### config.mk
export PLATFORM = sky130hd
export DESIGN_NAME = sacmc_front
export DESIGN_NICKNAME = d
export VERILOG_FILES = /design/src/sacmc_pkg.sv /design/src/sacmc_front.sv
export SDC_FILE = /design/constraint.sdc
export NUM_CORES = 1
export LEC_CHECK = 0
export ABC_CLOCK_PERIOD_IN_PS = 10000
export BUFFER_PORTS_ARGS = -buffer_cell sky130_fd_sc_hd__buf_4
export CAP_MARGIN = 20
export CORE_ASPECT_RATIO = 0.8
export CORE_MARGIN = 2
export CORE_UTILIZATION = 55
export CTS_BUF_LIST = sky130_fd_sc_hd__clkbuf_16
export DETAILED_ROUTE_END_ITERATION = 8
export PLACE_DENSITY = 0.79
export SLEW_MARGIN = 20
export SYNTH_ARGS = -nofsm -noshare
export SYNTH_HDL_FRONTEND = slang
export SYNTH_SLANG_ARGS = --single-unit
### constraint.sdc
create_clock -name clk -period 10 [get_ports clk]
set_clock_uncertainty 0.15 [all_clocks]
set_input_delay 1.5 -clock clk [delete_from_list [all_inputs] [get_ports clk]]
set_output_delay 1.5 -clock clk [all_outputs]
set_load 0.005 [all_outputs]
### src/sacmc_pkg.sv
// Shared types, constants and helper functions for the miss classifier.
package sacmc_pkg;

    // Configuration register indexes
    localparam logic [1:0] REG_OFFSET_BITS   = 2'd0;
    localparam logic [1:0] REG_INDEX_BITS    = 2'd1;
    localparam logic [1:0] REG_WAYS_IN_USE   = 2'd2;
    localparam logic [1:0] REG_RANDOM_POLICY = 2'd3;

    localparam int CFG_DATA_W = 5;

    localparam logic [4:0] RST_OFFSET_BITS   = 5'd2;
    localparam logic [3:0] RST_INDEX_BITS    = 4'd8;
    localparam logic [3:0] RST_WAYS_IN_USE   = 4'd1;
    localparam logic       RST_RANDOM_POLICY = 1'b1;

    // Miss classes
    localparam logic [1:0] CLS_HIT        = 2'd0;
    localparam logic [1:0] CLS_COMPULSORY = 2'd1;
    localparam logic [1:0] CLS_CONFLICT   = 2'd2;
    localparam logic [1:0] CLS_CAPACITY   = 2'd3;

    localparam logic [15:0] LFSR_SEED = 16'hACE1;
    localparam logic [15:0] LFSR_MASK = 16'hB400;

    // Effective geometry seen by the back end
    typedef struct packed {
        logic [4:0] offset_bits;
        logic [3:0] index_bits;
        logic [3:0] ways;
        logic       random_policy;
    } cfg_t;

    typedef struct packed {
        logic        was_hit;
        logic [1:0]  miss_class;
        logic [2:0]  way_used;
        logic [31:0] hit_total;
        logic [31:0] miss_total;
        logic [31:0] compulsory_total;
        logic [31:0] conflict_total;
        logic [31:0] capacity_total;
    } result_t;

    typedef enum logic [1:0] {
        ST_IDLE  = 2'b01,
        ST_CHECK = 2'b10
    } back_state_t;

    function automatic logic [15:0] lfsr_step(input logic [15:0] v);
        logic [15:0] n;
        n = v >> 1;
        if (v[0])
        begin
            n = n ^ LFSR_MASK;
        end
        return n;
    endfunction

    // Eight restoring steps of a remainder by a small divisor, one byte at a time
    function automatic logic [3:0] mod_byte(input logic [3:0] r_in, input logic [7:0] b,
                                            input logic [3:0] d);
        logic [4:0] t;
        logic [3:0] r;
        r = r_in;
        for (int i = 7; i >= 0; i--)
        begin
            t = {r, b[i]};
            if (t >= {1'b0, d})
            begin
                t = t - {1'b0, d};
            end
            r = t[3:0];
        end
        return r;
    endfunction

    function automatic logic [31:0] sat_inc(input logic [31:0] v);
        return (v == 32'hFFFF_FFFF) ? v : v + 32'd1;
    endfunction

endpackage

### src/sacmc_front.sv
// Front end: configuration registers and address split into set index and tag.
module sacmc_front #(
    parameter int MAX_SETS  = 256,
    parameter int MAX_WAYS  = 8,
    parameter int ADDR_BITS = 32
) (
    input  logic                                         clk,
    input  logic                                         rst_n,
    input  logic                                         cfg_we,
    input  logic [1:0]                                   cfg_index,
    input  logic [sacmc_pkg::CFG_DATA_W-1:0]             cfg_data,
    input  logic [31:0]                                  address,
    output logic [(MAX_SETS > 1 ? $clog2(MAX_SETS) : 1)-1:0] set_idx,
    output logic [ADDR_BITS-1:0]                         tag,
    output sacmc_pkg::cfg_t                              cfg,
    output logic                                         flush
);

    localparam int SET_W  = (MAX_SETS > 1) ? $clog2(MAX_SETS) : 1;
    localparam int MAX_IB = $clog2(MAX_SETS + 1) - 1;

    logic [4:0] offset_bits_reg;
    logic [3:0] index_bits_reg;
    logic [3:0] ways_in_use_reg;
    logic       random_policy_reg;

    logic [ADDR_BITS-1:0] block;
    logic [SET_W-1:0]     set_mask;

    always_ff @(posedge clk or negedge rst_n)
    begin
        if (!rst_n)
        begin
            offset_bits_reg   <= sacmc_pkg::RST_OFFSET_BITS;
            index_bits_reg    <= sacmc_pkg::RST_INDEX_BITS;
            ways_in_use_reg   <= sacmc_pkg::RST_WAYS_IN_USE;
            random_policy_reg <= sacmc_pkg::RST_RANDOM_POLICY;
        end
        else if (cfg_we)
        begin
            case (cfg_index)
                sacmc_pkg::REG_OFFSET_BITS:   offset_bits_reg   <= cfg_data[4:0];
                sacmc_pkg::REG_INDEX_BITS:    index_bits_reg    <= cfg_data[3:0];
                sacmc_pkg::REG_WAYS_IN_USE:   ways_in_use_reg   <= cfg_data[3:0];
                sacmc_pkg::REG_RANDOM_POLICY: random_policy_reg <= cfg_data[0];
                default: ;
            endcase
        end
    end

    // Any geometry write drops every line
    assign flush = cfg_we && (cfg_index == sacmc_pkg::REG_OFFSET_BITS ||
                              cfg_index == sacmc_pkg::REG_INDEX_BITS ||
                              cfg_index == sacmc_pkg::REG_WAYS_IN_USE);

    always_comb
    begin
        cfg.offset_bits   = offset_bits_reg;
        cfg.index_bits    = (index_bits_reg > 4'(MAX_IB)) ? 4'(MAX_IB) : index_bits_reg;
        if (ways_in_use_reg == 4'd0)
        begin
            cfg.ways = 4'd1;
        end
        else if ({1'b0, ways_in_use_reg} > 5'(MAX_WAYS))
        begin
            cfg.ways = 4'(MAX_WAYS);
        end
        else
        begin
            cfg.ways = ways_in_use_reg;
        end
        cfg.random_policy = random_policy_reg;
    end

    assign block    = address[ADDR_BITS-1:0] >> offset_bits_reg;
    assign set_mask = ~({SET_W{1'b1}} << cfg.index_bits);
    assign set_idx  = SET_W'(block) & set_mask;
    assign tag      = block >> cfg.index_bits;

endmodule

==> impl_summary.md <==
Power and ir drop
The leakage power summed over all cells is around 2.0 nW. The post-route total power is 0.935 mW. The power density normalized to cell area is around 200 nW/µm². The worst-case vdd ir drop is ~170 µV.

Setup path
For flop-to-flop paths, the worst setup slack is about 8.1 ns. At the worst endpoint, the arrival time is between 4 and 5 ns. The required time at the endpoint of the critical path is about 8.4 ns. In this design, the stage delay of the slowest critical-path cell is between 0.8 and 0.9 ns. The kind of critical path is reg -> out. The startpoint of the worst register-to-register path is offset_bits_reg[1]. On the critical path, the stage with the largest delay is an instance of sky130_fd_sc_hd__dfstp_2. Walking the worst path, the cells encountered are or2b_2 -> clkinv_1 -> o21ai_0 -> a2bb2oi_1 -> nor3_1 -> or3_1 -> buf_4. The worst register-to-register path has a depth of 2. The critical register-to-register path endpoint is offset_bits_reg[1]. The top fanout value on the critical path is 33. The nature of the critical path startpoint is a flop. The critical path endpoint category is a primary output.

CTS
The post-CTS setup-driven buffer insertion count is 0. The number of gates resized after CTS was 0. The clock-pin slew on the worst setup and hold paths is approximately 0.050 ns. The total clock buffers created by CTS is 3. The sink count of the clock tree is 14. The clock latency reported for the late side of the worst-skew pair is ~0.24 ns. The library cell used as clock root buffer is sky130_fd_sc_hd__clkbuf_16.

The number of buffers on the longest clock path is 2. The number of hold buffers added after cts is 0. The CTS tree is yes. CTS built an H-tree with a depth of 1.

Die
The initial utilization of the core area, before any placement, comes to between 50% and 60%. The die height is 81.0 µm. The number of top-level pins is between 90 and 100. After floorplanning, the core was sized to cover about 7300 µm².

The die covers 8130 µm². From left edge to right edge, the die measures 100 µm. The placement row count is 28.

Global routing
The sum of overflow across all layers after global routing is 0. The number of global-route vias before repair is roughly 4400. The first-pass GRT wire length is between 20000 and 25000 µm. For this run, the total global-route usage over all layers was measured as a little under two fifths. The number of antenna violations at the first check in global routing is 0. Entering global routing, the biggest net connects 50 pins.

STA
Setup violations remaining at the end of the flow were counted as 0. Setup repair after global routing left no endpoint under its margin. The share of the cycle needed by the critical path after routing is around three fifths. The slew of the pin with the lowest slew margin is 0.833 ns. The final count of pins violating max slew is 0.

On the final layout, the worst hold slack is between 0.3 and 0.4 ns. The top achievable clock speed is about 170 MHz. After layout, the minimum clock period comes to ~5.9 ns.

The final-layout setup total negative slack is 0 ns. In this run the tightest slew margin relative to its limit is about 44%. The final number of hold-violating endpoints is 0.

Placed design
The cell area after placement is between 4000 and 5000 µm². After legalization and detailed placement, the total HPWL measured ~12000 µm. The port buffer count is 96. The final weighted congestion in routability-driven placement is 1.02.

Final layout
The number of flip-flops under the largest register name is 5. The antenna diode count is 0. The layout cell share with drive strength beyond 1 is 31.5%. Summing all non-filler instances in the final layout gives an area of around 4700 µm².

The post-synthesis to final-layout area growth is 15.0%. The net count of the finished layout is about 590.

Detailed routing
The per-cell routed wire length is roughly 24 µm. The total DRC errors in the routed layout is 0. The number of optimization iterations in the first detailed-route pass is 5. After the first detailed-routing iteration, the DRC count stood at about 700. The routed via count divided by cell count is ~7.4. For this block, the via count after detailed routing is approximately 4700.

The detail route stage leaves a number of antenna-violating nets equal to 0. The routed wire length is 15300 µm.

Job
Across the run, the number of max-cap violations was 0.

Min path
The tightest min-delay check is of the reg -> reg type. Along the worst hold path, the cell count comes to 1. The startpoint identified for the worst hold timing path is ways_in_use_reg[1]. The worst hold path terminates at ways_in_use_reg[1].

Synth
The post-synthesis async set-or-reset flop share is 100%. Counting flops with a built-in enable in the synthesized netlist gives 0. The net count after synthesis is 537. Among all flip-flop cells after synthesis, the most frequent one is sky130_fd_sc_hd__dfrtp_1. The number of different library cells in the post-synthesis netlist is between 60 and 70. The number of instances in the synthesized netlist is 495. Counting flops and latches in the post-synthesis netlist gives 14. After synthesis the cells add up to 4080 µm². For this run, the number of Yosys warnings is 0. Summing the sequential cell areas from Yosys gives around 8.7% of the chip area.

Dividing the synthesized area by the synthesized cell count gives about 8 µm².

Outcome
The flow ran to the end, and the final reports show no timing, DRC or antenna violations.
[area by class of cell]
type                    count  area (µm²)
fillers                   629        2590
repair buffers             98         736
clock buffers               3        75.1
well taps                  90         113
inverters                  13        62.6
multi-input cells         421        3340
flip-flops and latches     14         359
clock inverters             1        3.75
[Yosys cell counts, drive strengths merged (7+ instances only)]
master	instances	area, µm²
a211oi	11	82.6
a21oi	26	130
a22oi	9	67.6
buf	16	114
clkbuf	31	206
dfrtp	10	250
inv	10	37.5
mux2	33	375
mux2i	24	240
mux4	34	815
nand2	53	199
nand2b	8	50.1
nand3	15	75.1
nor2	55	206
nor2b	8	50.1
nor3	16	80.1
o21ai	24	120
o221ai	7	61.3
o22ai	11	68.8
[how the worst max path moves through the flow]
| stage | slack, ns | end | start | cells after the start |
|---|---|---|---|---|
| after floorplan | 5.01 | tag[21] | address[22] | 7 |
| after global placement | 4.36 | tag[21] | address[27] | 9 |
| final | 4.09 | tag[19] | index_bits_reg[3] | 7 |
| after detailed placement | 4.33 | tag[21] | address[22] | 9 |
| after CTS | 4.29 | tag[19] | index_bits_reg[3] | 7 |
| after global routing | 3.90 | tag[22] | index_bits_reg[3] | 9 |
[cells by family after synthesis]
| logic type | Yosys count | share of synthesized area [%] |
|---|---|---|
| buffers and inverters | 60 | 9.39 |
| AND/OR/NAND/NOR | 180 | 20.4 |
| multiplexers | 91 | 35.1 |
| flip-flops | 14 | 8.71 |
| AO/OA/AOI/OAI | 150 | 26.4 |
[cell usage in the layout, fill, tap and decap left out, types with 5 or more instances in the layout]
cell                       instances
sky130_fd_sc_hd__mux2i_1          24
sky130_fd_sc_hd__mux4_2           21
sky130_fd_sc_hd__o221ai_1          7
sky130_fd_sc_hd__dfrtp_1           9
sky130_fd_sc_hd__o32ai_1           5
sky130_fd_sc_hd__nor3_1           16
sky130_fd_sc_hd__nor2_1           54
sky130_fd_sc_hd__nor2b_1           8
sky130_fd_sc_hd__inv_1             9
sky130_fd_sc_hd__nand2b_1          8
sky130_fd_sc_hd__a21oi_1          26
sky130_fd_sc_hd__a211oi_1         11
sky130_fd_sc_hd__buf_4            98
sky130_fd_sc_hd__nand2_1          53
sky130_fd_sc_hd__o22ai_1          11
sky130_fd_sc_hd__mux2_2           32
sky130_fd_sc_hd__o21ai_0          22
sky130_fd_sc_hd__a22oi_1           9
sky130_fd_sc_hd__o211ai_1          6
sky130_fd_sc_hd__nand3_1          15
sky130_fd_sc_hd__mux4_1           13
[stage by stage]
| stage | utilization [%] | worst slack (ns) | cells |
|---|---|---|---|
| floorplan | - | 5.01 | 495 |
| global placement | 63.2 | 4.36 | 636 |
| detailed placement | 63.2 | 4.33 | 636 |
| CTS | 64.3 | 4.29 | 640 |
| global route | 64.4 | 3.90 | 640 |
| finish | 64.4 | 4.09 | 640 |
[per-layer routing]
| metal | part of all wire (%) | vias up | routed length [µm] | GRT usage, % |
|---|---|---|---|---|
| met2 | 45 | 365 | 6870 | 58.8 |
| met3 | 12 | 41 | 1870 | 7.14 |
| li1 | - | 2067 | - | - |
| met4 | 2.4 | 0 | 360 | 11.1 |
| met1 | 40 | 2260 | 6190 | 53.9 |
| met5 | 0 | - | 0 | 0 |
[report_power, final]
part / internal (mW) / leakage (nW) / total (mW) / switching (mW)
logic: 0.334 / 1.75 / 0.740 / 0.406
clock network: 0.0528 / 0.0385 / 0.0750 / 0.0222
registers: 0.0698 / 0.161 / 0.119 / 0.0497
[worst max-delay path, delay by kind of cell (launching register included)]
kind	cells	cell delay (ns)
simple gates	3	1.11
buf+inv	2	1.02
flops	1	0.87
compound gates	2	0.98
(Power assumes the default switching activity.)
