--- src/sacmc_fifo.sv ---
// Small synchronous queue with push/full and pop/empty.
module sacmc_fifo #(
    parameter int WIDTH = 8,
    parameter int DEPTH = 2
) (
    input  logic             clk,
    input  logic             rst_n,
    input  logic             push,
    input  logic [WIDTH-1:0] wdata,
    output logic             full,
    input  logic             pop,
    output logic [WIDTH-1:0] rdata,
    output logic             empty
);

    localparam int PTR_W = (DEPTH > 1) ? $clog2(DEPTH) : 1;
    localparam int CNT_W = $clog2(DEPTH + 1);

    logic [WIDTH-1:0] mem_reg [DEPTH];
    logic [PTR_W-1:0] wr_ptr_reg, wr_ptr_next;
    logic [PTR_W-1:0] rd_ptr_reg, rd_ptr_next;
    logic [CNT_W-1:0] count_reg, count_next;
    logic             do_push, do_pop;

    assign full    = (count_reg == CNT_W'(DEPTH));
    assign empty   = (count_reg == '0);
    assign do_push = push && !full;
    assign do_pop  = pop && !empty;
    assign rdata   = mem_reg[rd_ptr_reg];

    always_comb
    begin
        wr_ptr_next = wr_ptr_reg;
        rd_ptr_next = rd_ptr_reg;
        count_next  = count_reg;
        if (do_push)
        begin
            wr_ptr_next = (wr_ptr_reg == PTR_W'(DEPTH - 1)) ? '0 : wr_ptr_reg + 1'b1;
        end
        if (do_pop)
        begin
            rd_ptr_next = (rd_ptr_reg == PTR_W'(DEPTH - 1)) ? '0 : rd_ptr_reg + 1'b1;
        end
        if (do_push && !do_pop)
        begin
            count_next = count_reg + 1'b1;
        end
        else if (do_pop && !do_push)
        begin
            count_next = count_reg - 1'b1;
        end
    end

    always_ff @(posedge clk or negedge rst_n)
    begin
        if (!rst_n)
        begin
            wr_ptr_reg <= '0;
            rd_ptr_reg <= '0;
            count_reg  <= '0;
        end
        else
        begin
            wr_ptr_reg <= wr_ptr_next;
            rd_ptr_reg <= rd_ptr_next;
            count_reg  <= count_next;
        end
    end

    always_ff @(posedge clk)
    begin
        if (do_push)
        begin
            mem_reg[wr_ptr_reg] <= wdata;
        end
    end

endmodule

--- config.mk ---
export PLATFORM = sky130hd
export DESIGN_NAME = sacmc_fifo
export DESIGN_NICKNAME = d
export VERILOG_FILES = /design/src/sacmc_fifo.sv
export SDC_FILE = /design/constraint.sdc
export NUM_CORES = 1
export LEC_CHECK = 0
export ABC_AREA = 1
export BUFFER_PORTS_ARGS = -buffer_cell sky130_fd_sc_hd__buf_2
export CORE_ASPECT_RATIO = 0.5
export CORE_UTILIZATION = 30
export CTS_CLUSTER_SIZE = 30
export DETAILED_ROUTE_END_ITERATION = 6
export PLACE_DENSITY = 0.53
export SLEW_MARGIN = 30
export SYNTH_ARGS = -nofsm -noshare
export SYNTH_HDL_FRONTEND = slang
export SYNTH_SLANG_ARGS = --single-unit
--- constraint.sdc ---
create_clock -name clk -period 2.6 [get_ports clk]
set_input_delay 0.13 -clock clk [delete_from_list [all_inputs] [get_ports clk]]
set_output_delay 0.13 -clock clk [all_outputs]
set_load 0.005 [all_outputs]
==> flow_metrics.tcl, run 1 <==
set metrics [dict create \
    die_w_um 75.5 \
    wl_per_cell_um 10.6 \
    worstHoldPathType "in2reg" \
    globalRouteOverflowTotal 0 \
    yosys_warnings 0 \
    fin_crit_ps 1510 \
    post-route-util 0.436 \
    power_density_nw_per_um2 1120 \
    ant_nets 0 \
    cp_max_fo 8 \
    cts_tree "yes" \
    area_delta_synth_final_pct 27.8 \
    synth_most_common_cell "nand2_1" \
    ys_top_cells_by_area "edfxtp_1, nand2_1, dfrtp_1" \
    num-nets-final 112 \
    synthTopCellsByCount "nand2_1, edfxtp_1, inv_1, dfrtp_1" \
    clk_pin_slew_worst_paths_ps 70 \
    relSlewSlack 0.567 \
    largest_reg_flops 16 \
    clock-root-buffer "clkbuf_8" \
    status "finished clean" \
    start_util 0.341 \
    cap_violations 0 \
    grt_pass1_vias 498 \
    io_buffers 21 \
    ir_worst_vdd_mv 0.574 \
    remaining_drc_errors 0 \
    place.gp.congestion 0.653 \
    core_area_um2 2370 \
    worst_pin_slew_ps 648 \
    wl_met3_um 73 \
    ys_types 14 \
    setup_viol 0 \
    dieArea_um2 2920 \
    synth_ff_type "edfxtp_1" \
    path_class "reg2reg" \
    grt_antenna_before_repair 0 \
    first_pass_iters 2 \
    min_period_over_period 0.579 \
    drv_slew 0 \
    post-cts-setup-buffer-count 0 \
    clockBufferDepth 2 \
    synth_top_cell_by_area "edfxtp_1" \
    viasPerCell 4.07 \
    synth_edf_count 16 \
    syn_avg_cell_area_um2 11.1 \
    synth_seq_area_share 0.717 \
    synth_cells 73 \
    antenna_cells 0 \
    drt_iter0_drc 7 \
    syn-cell-area_um2 810 \
    highest-signal-layer "met4" \
    netlist.area_leader.share 0.594 \
    dp_hpwl_um 1060 \
    start_kind "register" \
    skew_ps 3.92 \
    rsz0062_at_grt "false" \
    clock_sinks 20 \
    grt_pass1_wl_um 2100 \
    wl_met1_um 588 \
    drive_above_1_share 0.286 \
    postLayoutCellArea_um2 1030 \
    ioPinCount 22 \
    cts.htree.levels 1 \
    dpl_cell_area_um2 953 \
    dieHeight_um 38.7 \
    tns_ps 0 \
    cp.required_ps 2490 \
    dr_wl_met2_um 706 \
    num_rows 12 \
    ys_async_sr_fraction 0.200 \
    whs_ps 59.9 \
    gr-usage-all-layers 0.109 \
    hold_violations 0 \
    arrival_ps 1400 \
    clk_latency_ps 260 \
    cellLeakagePower_nw 0.485 \
    cp-end-kind "register" \
    routed-via-count 541 \
    synth-seq-cells 20 \
    cts_buffers 3 \
    synth_nets 86 \
    max_freq_mhz 664 \
    finalWirelength_um 1410 \
    grt_max_degree 13 \
]
## worst max-delay path, cell delays in order, from the launching register on
cell and delay [ps]:
dfrtp_1 470, o21ai_0 150, nor2_1 520
## through the flow
| stage | std cells | total power (W) | setup slack (ps) |
|---|---|---|---|
| 3_5_place_dp | 128 | 0.000866 | 1070 |
| 6_report | 133 | 0.00115 | 1090 |
| 4_1_cts | 133 | 0.00118 | 1060 |
| 2_1_floorplan | 73 | 0.000723 | 1280 |
| 3_3_place_gp | 128 | 0.000847 | 1120 |
| 5_1_grt | 133 | 0.00124 | 1000 |
## worst paths after layout
check                                    startpoint                       end  slack, ps  cells after the start
max in group asynchronous                     rst_n    rd_ptr_reg$_DFFE_PN0P_       2290                      2
min reg2reg                  wr_ptr_reg$_DFFE_PN0N_    wr_ptr_reg$_DFFE_PN0N_        490                      2
max                        count_reg[0]$_DFFE_PN0P_   mem_reg[1][2]$_DFFE_PP_       1090                      2
min in group asynchronous                     rst_n  count_reg[1]$_DFFE_PN0P_        190                      2
min                                        wdata[7]   mem_reg[0][7]$_DFFE_PP_         60                      1
max reg2reg                count_reg[0]$_DFFE_PN0P_   mem_reg[1][2]$_DFFE_PP_       1090                      2
## cells by family after synthesis
kind of cell	synth area share
AO/OA/AOI/OAI	0.0124
adder cells (fa/ha/maj)	0.0155
XOR/XNOR	0.0108
buffers and inverters	0.0433
AND/OR/NAND/NOR	0.201
flip-flops	0.717
## placed cells by master, fill, tap and decap left out
master / synthesis / layout
nand2_1: 33 / 33
inv_1: 7 / 7
edfxtp_1: 16 / 16
buf_2: 1 / 21
nor2_1: 2 / 2
inv_2: 1 / 1
bufinv_16: 0 / 1
nand3b_1: 1 / 1
ha_1: 1 / 1
dfrtp_1: 4 / 4
nor2_2: 2 / 2
nand4_1: 1 / 1
o21ai_0: 2 / 2
clkbuf_8: 0 / 3
dlygate4sd3_1: 0 / 1
xnor2_1: 1 / 1
nand3_1: 1 / 1
## what timing repair did
| action | CTS | global route |
|---|---|---|
| gates resized for setup | 0 | 0 |
| hold buffers | 1 | 0 |
| endpoints found under the hold margin | 4 | 0 |
| endpoints found under the setup margin | 0 | 0 |
## where the power goes
part / switching [W] / total (W) / internal, W
clock: 0.0000984 / 0.000304 / 0.000205
sequential: 0.0000608 / 0.000506 / 0.000446
combinational: 0.000203 / 0.000345 / 0.000142
## layout make-up
type / instances / area [µm²]
repair buffers: 22 / 115
well taps: 35 / 43.8
clock inverters: 1 / 30.0
fillers: 242 / 1340
multi-input cells: 44 / 194
clock buffers: 3 / 41.3
inverters: 8 / 30.0
flip-flops and latches: 20 / 581
## per-layer routing
| layer | vias to the layer above | track usage |
|---|---|---|
| li1 | 287 | - |
| met1 | 237 | 0.103 |
| met2 | 13 | 0.208 |
| met3 | 4 | 0.0313 |
| met4 | 0 | 0.0833 |
| met5 | - | 0 |
(Power assumes the default switching activity.)
==> inputs of run 2 (changes only) <==
==> constraint.sdc (replaced) <==
create_clock -name clk -period 1.5 [get_ports clk]
set_input_delay 0.075 -clock clk [delete_from_list [all_inputs] [get_ports clk]]
set_output_delay 0.075 -clock clk [all_outputs]
set_load 0.005 [all_outputs]
==> run 2 against run 1 <==
Against the previous run: register-to-register slack worse by 980 ps; cell area increased by 8.5%; critical path depth is 6 higher; clock power up 73%; sequential share of layout area shrank 4.4 points; core utilization grew 3.7 points; worst setup slack worse by 980 ps; flip-flop and latch count unchanged; clock skew increased by 0.71 ps; critical path type unchanged.
==> flow_metrics.tcl, run 2 (synthesis results as in run 1) <==
set metrics [dict create \
    power_frac_seq 0.431 \
    path_class "reg2reg" \
    cp.required_ps 1650 \
    nFillCells 232 \
    cellLeakagePower_nw 0.523 \
    dp_hpwl_um 1010 \
    combPwrFrac 0.314 \
    dieHeight_um 38.7 \
    grt_pass1_wl_um 2260 \
    rsz0062_at_grt "false" \
    post-route-util 0.473 \
    clockBufferDepth 2 \
    post-cts-setup-buffer-count 0 \
    hold_violations 0 \
    min_period_over_period 0.928 \
    ioPinCount 22 \
    cp-end-kind "register" \
    max_freq_mhz 719 \
    first_pass_iters 6 \
    skew_ps 4.63 \
    globalRouteOverflowTotal 0 \
    hold_end "rd_ptr_reg$_DFFE_PN0P_" \
    clkPwrFrac 0.256 \
    ir_worst_vdd_mv 0.967 \
    place_ws_ps 109 \
    worst_pin_slew_ps 362 \
    viasPerCell 4.11 \
    drive_above_1_share 0.271 \
    cts_buffers 3 \
    arrival_ps 1540 \
    status "finished clean" \
    regToRegSetupSlack_ps 110 \
    clock-root-buffer "clkbuf_8" \
    power_density_nw_per_um2 1830 \
    timing.final.ws_setup_ps 109 \
    remaining_drc_errors 0 \
    drv_slew 0 \
    cts.htree.levels 1 \
    r2r_end "count_reg[1]$_DFFE_PN0P_" \
    cp_max_fo 4 \
    whs_ps 82.2 \
    worstHoldPathType "in2reg" \
    cts_tree "yes" \
    antenna_cells 0 \
    slowest_stage "dfrtp_1" \
    cp_cell_sequence "inv_1 -> nor2_2 -> nor2_2 -> ha_1 -> inv_1 -> nand3_1 -> nand2_1 -> nand2_1" \
    setup_viol 0 \
    core_area_um2 2370 \
    mostFrequentLayoutCell "nand2_1" \
    routed-via-count 584 \
    worstHoldPathCells 3 \
    cap_violations 0 \
    wl_per_cell_um 10.5 \
    drt_iter0_drc 11 \
    start_kind "register" \
    final_cell_mix "nand2_1, buf_2, edfxtp_1" \
    tns_ps 0 \
    grt_antenna_before_repair 0 \
    finalWirelength_um 1500 \
    relSlewSlack 0.759 \
    clock_sinks 20 \
    clk_latency_ps 260 \
    clk_pin_slew_worst_paths_ps 70 \
    dieArea_um2 2920 \
    largest_reg_flops 16 \
    p_sw_w 0.000654 \
    area_delta_synth_final_pct 38.6 \
    hp-start "pop" \
    ant_nets 0 \
    grt_pass1_vias 544 \
    fin_crit_ps 1390 \
    die_w_um 75.5 \
    swShare 0.319 \
    max_stage_delay_ps 430 \
    num-nets-final 121 \
    reg2reg_from "count_reg[1]$_DFFE_PN0P_" \
    critPathBufInv 2 \
    r2r_cells 8 \
    grt_max_degree 13 \
    place.gp.congestion 0.734 \
    start_util 0.341 \
    io_buffers 21 \
    p_int_w 0.00140 \
    num_rows 12 \
    gr-usage-all-layers 0.114 \
    cpLargestDelayFamily "flip-flops" \
]
==> run 2: cell types whose count changed in the layout (fill, tap and decap cells not counted) <==
cell	before	now
o21ai_0	2	1
o21ai_1	0	1
dlygate4sd3_1	1	9
buf_4	0	1
==> run 2: timing repair <==
action / CTS / global route
hold buffers: 4 / 5
gates resized for setup: 0 / 1
endpoints found under the setup margin: 0 / 1
endpoints found under the hold margin: 10 / 10
==> run 2: power groups by stage <==
stage                     Combinational [W]  Sequential, W  Clock, W
after floorplan                    0.000416       0.000837         0
after global placement             0.000595       0.000886         0
after detailed placement           0.000612       0.000893         0
after CTS                          0.000635       0.000882  0.000540
after global routing               0.000732       0.000905  0.000561
final                              0.000643       0.000883  0.000525
==> run 2: layout make-up <==
cell class / instances / area [µm²] / area share
Tap cell: 35 / 43.8 / 0.0390
Clock inverter: 1 / 30.0 / 0.0268
Inverter: 8 / 30.0 / 0.0268
Sequential cell: 20 / 581 / 0.517
Timing Repair Buffer: 31 / 203 / 0.181
Multi-Input combinational cell: 44 / 194 / 0.173
Clock buffer: 3 / 41.3 / 0.0368
==> run 2: worst max path at each step <==
stage / startpoint / endpoint / slack, ps / depth (start not counted)
floorplan: count_reg[1]$_DFFE_PN0P_ / mem_reg[1][0]$_DFFE_PP_ / 180 / 3
global placement: count_reg[1]$_DFFE_PN0P_ / mem_reg[0][2]$_DFFE_PP_ / 170 / 5
detailed placement: count_reg[0]$_DFFE_PN0P_ / count_reg[1]$_DFFE_PN0P_ / 110 / 6
CTS: count_reg[0]$_DFFE_PN0P_ / count_reg[1]$_DFFE_PN0P_ / 60 / 6
global route: count_reg[1]$_DFFE_PN0P_ / mem_reg[0][2]$_DFFE_PP_ / 20 / 5
finish: count_reg[1]$_DFFE_PN0P_ / count_reg[1]$_DFFE_PN0P_ / 110 / 8
==> run 2: per-layer routing <==
| layer | vias up | GRT usage | wire length [µm] |
|---|---|---|---|
| li1 | 302 | - | - |
| met2 | 15 | 0.228 | 773 |
| met4 | 0 | 0.0556 | 27 |
| met3 | 4 | 0.0365 | 80 |
| met1 | 263 | 0.108 | 617 |
| met5 | - | 0 | 0 |
==> run 2: through the flow <==
step	std cells	area, µm²	power [W]
detailed placement	129	961	0.00151
global route	142	1120	0.00220
global placement	129	961	0.00148
CTS	137	1070	0.00206
floorplan	73	810	0.00125
finish	142	1120	0.00205
==> run 2: worst register-to-register path: stages, from the launching register on <==
cell     delay (ps)
dfrtp_1         430
inv_1           140
nor2_2           60
nor2_2          120
ha_1            260
inv_1            90
nand3_1          80
nand2_1          60
nand2_1          50
